**src/hdl/mcst_pkg.sv**
```systemverilog
// Shared types and constants of the multi-channel soft timer.
package mcst_pkg;

  localparam int CHANNELS   = 8;
  localparam int TIME_WIDTH = 32;

  // fixed field widths of the request and result items
  localparam int REQ_W      = 2;
  localparam int CHAN_W     = 3;
  localparam int PERIOD_W   = 32;
  localparam int MASK_OUT_W = 8;
  localparam int OUT_TIME_W = 32;

  localparam int CH_CMP_W   = 6;  // holds any channel number and CHANNELS itself
  localparam int CNT_W      = (CHANNELS > 1) ? $clog2(CHANNELS) : 1;
  localparam int STEP_W     = $clog2(TIME_WIDTH);
  localparam int MASK_EXT_W = (CHANNELS > MASK_OUT_W) ? CHANNELS : MASK_OUT_W;

  typedef logic [TIME_WIDTH-1:0] time_t;

  typedef enum logic [REQ_W-1:0] {
    REQ_TICK      = 2'd0,
    REQ_START_ONE = 2'd1,
    REQ_START_REP = 2'd2,
    REQ_DISABLE   = 2'd3
  } req_type_e;

  typedef enum logic [2:0] {
    ST_IDLE,
    ST_STEP,
    ST_DIV,
    ST_MIN,
    ST_DONE
  } mcst_state_t;

  // broadcast from the controller to every channel cell
  typedef struct packed {
    logic      go;
    req_type_e op;
    time_t     now;
    time_t     per;
  } cell_cmd_t;

  typedef struct packed {
    logic fired;
    logic active;
    logic busy;
  } cell_stat_t;

endpackage

```
**src/hdl/mcst_cell.sv**
```systemverilog
// One timer channel: deadline, period, mode, remainder unit and a stage of the minimum chain.
module mcst_cell import mcst_pkg::*; (
  input  logic       clk,
  input  logic       rst_n,
  input  cell_cmd_t  cmd,
  input  logic       sel,
  input  time_t      min_in,
  output time_t      min_out,
  output cell_stat_t stat
);

  time_t             deadline_r, deadline_nxt;
  time_t             period_r, period_nxt;
  time_t             div_r, div_nxt;
  time_t             rem_r, rem_nxt;
  time_t             min_r, min_nxt;
  logic [STEP_W-1:0] step_r, step_nxt;
  logic              active_r, active_nxt;
  logic              rep_r, rep_nxt;
  logic              fired_r, fired_nxt;
  logic              busy_r, busy_nxt;

  logic                due;
  time_t               gap;
  logic [TIME_WIDTH:0] trial;
  logic                fits;
  time_t               rem_step;

  assign due      = active_r && (deadline_r <= cmd.now);
  assign gap      = cmd.now - deadline_r;
  assign trial    = {rem_r, div_r[TIME_WIDTH-1]};
  assign fits     = trial >= {1'b0, period_r};
  assign rem_step = fits ? TIME_WIDTH'(trial - {1'b0, period_r}) : trial[TIME_WIDTH-1:0];

  always_comb begin
    deadline_nxt = deadline_r;
    period_nxt   = period_r;
    div_nxt      = div_r;
    rem_nxt      = rem_r;
    step_nxt     = step_r;
    active_nxt   = active_r;
    rep_nxt      = rep_r;
    fired_nxt    = fired_r;
    busy_nxt     = busy_r;
    if (cmd.go) begin
      unique case (cmd.op)
        REQ_TICK: begin
          fired_nxt = due;
          if (due) begin
            if (rep_r) begin
              // zero period keeps the deadline, so the channel fires every tick
              if (period_r != '0) begin
                if (gap < period_r) begin
                  deadline_nxt = deadline_r + period_r;
                end else begin
                  // skipped periods: new deadline is now - gap % period + period
                  busy_nxt = 1'b1;
                  div_nxt  = gap;
                  rem_nxt  = '0;
                  step_nxt = STEP_W'(TIME_WIDTH - 1);
                end
              end
            end else begin
              active_nxt = 1'b0;
            end
          end
        end
        REQ_START_ONE, REQ_START_REP: begin
          fired_nxt = 1'b0;
          if (sel) begin
            period_nxt   = cmd.per;
            rep_nxt      = (cmd.op == REQ_START_REP);
            deadline_nxt = cmd.now + cmd.per;
            active_nxt   = 1'b1;
          end
        end
        REQ_DISABLE: begin
          fired_nxt = 1'b0;
          if (sel) begin
            active_nxt = 1'b0;
            rep_nxt    = 1'b0;
          end
        end
      endcase
    end else if (busy_r) begin
      rem_nxt  = rem_step;
      div_nxt  = div_r << 1;
      step_nxt = step_r - 1'b1;
      if (step_r == '0) begin
        busy_nxt     = 1'b0;
        deadline_nxt = cmd.now - rem_step + period_r;
      end
    end
  end

  assign min_nxt = (active_r && (deadline_r < min_in)) ? deadline_r : min_in;

  always_ff @(posedge clk) begin
    if (!rst_n) begin
      active_r <= 1'b0;
      rep_r    <= 1'b0;
      fired_r  <= 1'b0;
      busy_r   <= 1'b0;
    end else begin
      active_r <= active_nxt;
      rep_r    <= rep_nxt;
      fired_r  <= fired_nxt;
      busy_r   <= busy_nxt;
    end
  end

  always_ff @(posedge clk) begin
    deadline_r <= deadline_nxt;
    period_r   <= period_nxt;
    div_r      <= div_nxt;
    rem_r      <= rem_nxt;
    step_r     <= step_nxt;
    min_r      <= min_nxt;
  end

  assign min_out      = min_r;
  assign stat.fired   = fired_r;
  assign stat.active  = active_r;
  assign stat.busy    = busy_r;

endmodule

```
**config.mk**
```make
export PLATFORM = sky130hd
export DESIGN_NAME = mcst_cell
export DESIGN_NICKNAME = d
export VERILOG_FILES = /design/src/hdl/mcst_pkg.sv /design/src/hdl/mcst_cell.sv
export SDC_FILE = /design/constraint.sdc
export NUM_CORES = 1
export LEC_CHECK = 0
export BUFFER_PORTS_ARGS = -buffer_cell sky130_fd_sc_hd__clkbuf_2
export CORE_MARGIN = 4
export CORE_UTILIZATION = 55
export DETAILED_ROUTE_END_ITERATION = 6
export PLACE_DENSITY = 0.74
export SETUP_SLACK_MARGIN = 0.05
export SYNTH_ARGS = -nofsm -noshare
export SYNTH_HDL_FRONTEND = slang
export SYNTH_SLANG_ARGS = --single-unit
```
**constraint.sdc**
```tcl
create_clock -name clk -period 10 [get_ports clk]
set_input_delay 2 -clock clk [delete_from_list [all_inputs] [get_ports clk]]
set_output_delay 2 -clock clk [all_outputs]
set_load 0.01 [all_outputs]
```
==> results.json <==
{
  "drc": 0,
  "grt_max_degree": 60,
  "layout_setup_ws_ns": 2.367,
  "port_buffers": 136,
  "async_flop_share_pct": 0,
  "coreArea_um2": 30910,
  "area_growth_pct": 9.094,
  "htree_levels": 4,
  "p_per_area_nw_per_um2": 146.4,
  "place_congestion": 0.9705,
  "crit_slowest_cell": "a31o_2",
  "ys_ff_latch": 169,
  "grt_usage_pct": 31.80,
  "critPathTopFamily": "compound AO/OA/AOI/OAI gates",
  "final_common_cell": "inv_1",
  "status": "completed",
  "crit_path_end_kind": "flip-flop",
  "maxSlewViolCount": 0,
  "synth_top_area_share_pct": 22.93,
  "drive_gt1_share_pct": 10.96,
  "rsz0062_at_grt": "no",
  "synth_nets": 2331,
  "grt-ovfl-total": 0,
  "yosysSeqAreaShare_pct": 27.07,
  "syn_area_per_cell_um2": 8.846,
  "synth-main-ff-cell": "edfxtp_1",
  "die-width_um": 186.0,
  "grt_pass1_vias": 14850,
  "hold_buffers": 0,
  "stdcell_count": 2486,
  "drt_wl_total_mm": 55.37,
  "fin_hold_ws_ns": 0.4737,
  "yosys-top-cells-area": "edfxtp_1, ha_1, inv_1",
  "worst_pin_slew_ns": 1.181,
  "crit_fanout": 32,
  "final_min_period_over_clock_period_pct": 76.33,
  "crit_chain": "clkbuf_2 > inv_1 > ha_1 > inv_1 > fa_1 > a21o_1 > a21oi_1 > o21bai_1 > a21oi_1 > o21a_1 > nor3_1 > nor2_1 > o21ai_0 > xnor2_1 > ha_1 > a21o_1 > a21o_1 > a21o_1 > a21oi_1 > o221ai_1 > a21oi_1 > o21ai_0 > a221oi_1 > a31o_2",
  "synth_edf_count": 133,
  "syn-instance-count": 1969,
  "worstPathArrival_ns": 7.72,
  "tns_ns": 0,
  "root_buffer": "clkbuf_16",
  "startpoint_type": "input pin",
  "cts_made_buffers": 17,
  "peakVddDrop_v": 0.0001351,
  "diodes": 0,
  "clock_latency_ns": 0.47,
  "antenna_found_initial": 0,
  "netlist_area_um2": 17420,
  "setup_viol": 0,
  "dr.pass1.iters": 5,
  "yosysTopAreaCell": "edfxtp_1",
  "ios": 137,
  "clkSlewWorstSetupHoldPaths_ns": 0.08,
  "crit_buf_inv": 3,
  "hpwlAfterDp_mm": 44.74,
  "layout_common_cells": "inv_1, ha_1, a21oi_1, clkbuf_2, edfxtp_1",
  "initial_core_util_pct": 56.35,
  "slew_headroom_pct": 21.24,
  "cts.sinks": 169,
  "leakagePower_uw": 0.008644,
  "ys_types": 79,
  "nets": 2439,
  "grt_pass1_wl_mm": 83.61,
  "cp_data_required_time_ns": 10.08,
  "dp_slack_ns": 1.981,
  "final_hold_viol_count": 0,
  "via_per_inst": 6.242,
  "num_vias": 15520,
  "rows": 64,
  "fin_skew_ns": 0.01468,
  "critPathKind": "in2reg",
  "cts_tree": "yes",
  "postCtsSetupRepairBufs": 0,
  "power_uw": 2782,
  "maxCapViolations": 0,
  "fp.dieH_um": 186.0,
  "dp.cells": 2454,
  "die_area_um2": 34580,
  "critPathMaxStageDelay_ns": 1.05,
  "fmax_ghz": 0.1310,
  "cts-resized-gates": 0,
  "dr.first_iter.drc_count": 1316,
  "routedWlPerCell_um": 22.27,
  "final_antenna_net_count": 0,
  "min_period_ns": 7.633,
  "ys_warn_count": 0,
  "worstHoldPathType": "reg2reg",
  "clock_path_buffers": 2
}
[flip-flops by register name, indices dropped and copies added, names as in the netlist]
| name | flops |
|---|---|
| active_r | 1 |
| deadline_r | 32 |
| busy_r | 1 |
| min_out | 32 |
| period_r | 32 |
| rep_r | 1 |
| rem_r | 32 |
| step_r | 5 |
| div_r | 32 |
| fired_r | 1 |
[stage by stage]
step | util (%) | instance area, um^2
global route | 61.48 | 19000
global placement | 59.58 | 18420
finish | 61.48 | 19000
floorplan | - | 17420
detailed placement | 59.58 | 18420
CTS | 61.48 | 19000
[area by class of cell]
type                       instances  area [um^2]
fill                            2708        11910
inverter                         232        870.8
clock buffer                      18        439.2
clock inverter                    14        146.4
timing repair buffer             145        750.7
sequential                       169         4715
multi-input combinational       1512        11580
tap                              396        495.5
[power breakdown]
| group | internal (uW) | switching [uW] |
|---|---|---|
| sequential | 812 | 34.1 |
| clock | 342 | 351 |
| combinational | 511 | 732 |
| total | 1660 | 1120 |
[metal layers]
metal  share of wire (%)  vias to the layer above  routed length (um)  GRT usage, %
met5                   0                        -                   0             0
met4                 3.8                        0                2078         11.45
met3                 8.9                      109                4933         7.309
met2                  45                      687               24710         50.85
met1                  43                     7402               23650         42.40
li1                    -                     7320                   -             -
[worst register-to-register path, cell delays in order (launching register included)]
cell and delay [ns]:
edfxtp_1 0.41, inv_1 0.21, ha_1 0.35, a21oi_1 0.19
o21ai_1 0.18, nor4_1 0.39, a21o_1 0.21, o211ai_1 0.10
a211o_1 0.35, a21boi_4 0.22, buf_4 0.49, mux2_1 0.43
xnor2_1 0.15, ha_1 0.23, fa_1 0.42, a21o_1 0.18
a21oi_1 0.45, o21ai_0 0.22, a211o_1 0.43, a21oi_1 0.53
o21ai_0 0.31, nor2b_1 0.28, o21ai_1 0.12, mux2_2 0.27
a211oi_1 0.23
[cell families after synthesis]
logic type      synth area share [%]
buf+inv                        6.652
xor+xnor                       7.241
simple gates                   12.97
flops                          27.07
fa+ha+maj                      20.19
mux                            4.763
compound gates                 21.12
[cells in the mapped netlist (all sizes together), types with 35 or more instances]
cell type  count
xor2          47
nand2        119
ha           225
a21oi        152
inv          232
xnor2         97
mux2i         39
a21o          94
nor2         125
edfxtp       133
o21ai        123
fa            35
clkbuf        41
dfxtp         36
mux2          39
[final timing paths]
check | startpoint | endpoint | slack, ns | cells past startpoint
worst max-delay path | cmd[32] | deadline_r[16] | 2.37 | 24
worst min register to register | fired_r | fired_r | 0.47 | 2
worst min-delay path | fired_r | fired_r | 0.47 | 2
worst max register to register | period_r[10] | deadline_r[30] | 2.46 | 24
(Power assumes the default switching activity.)
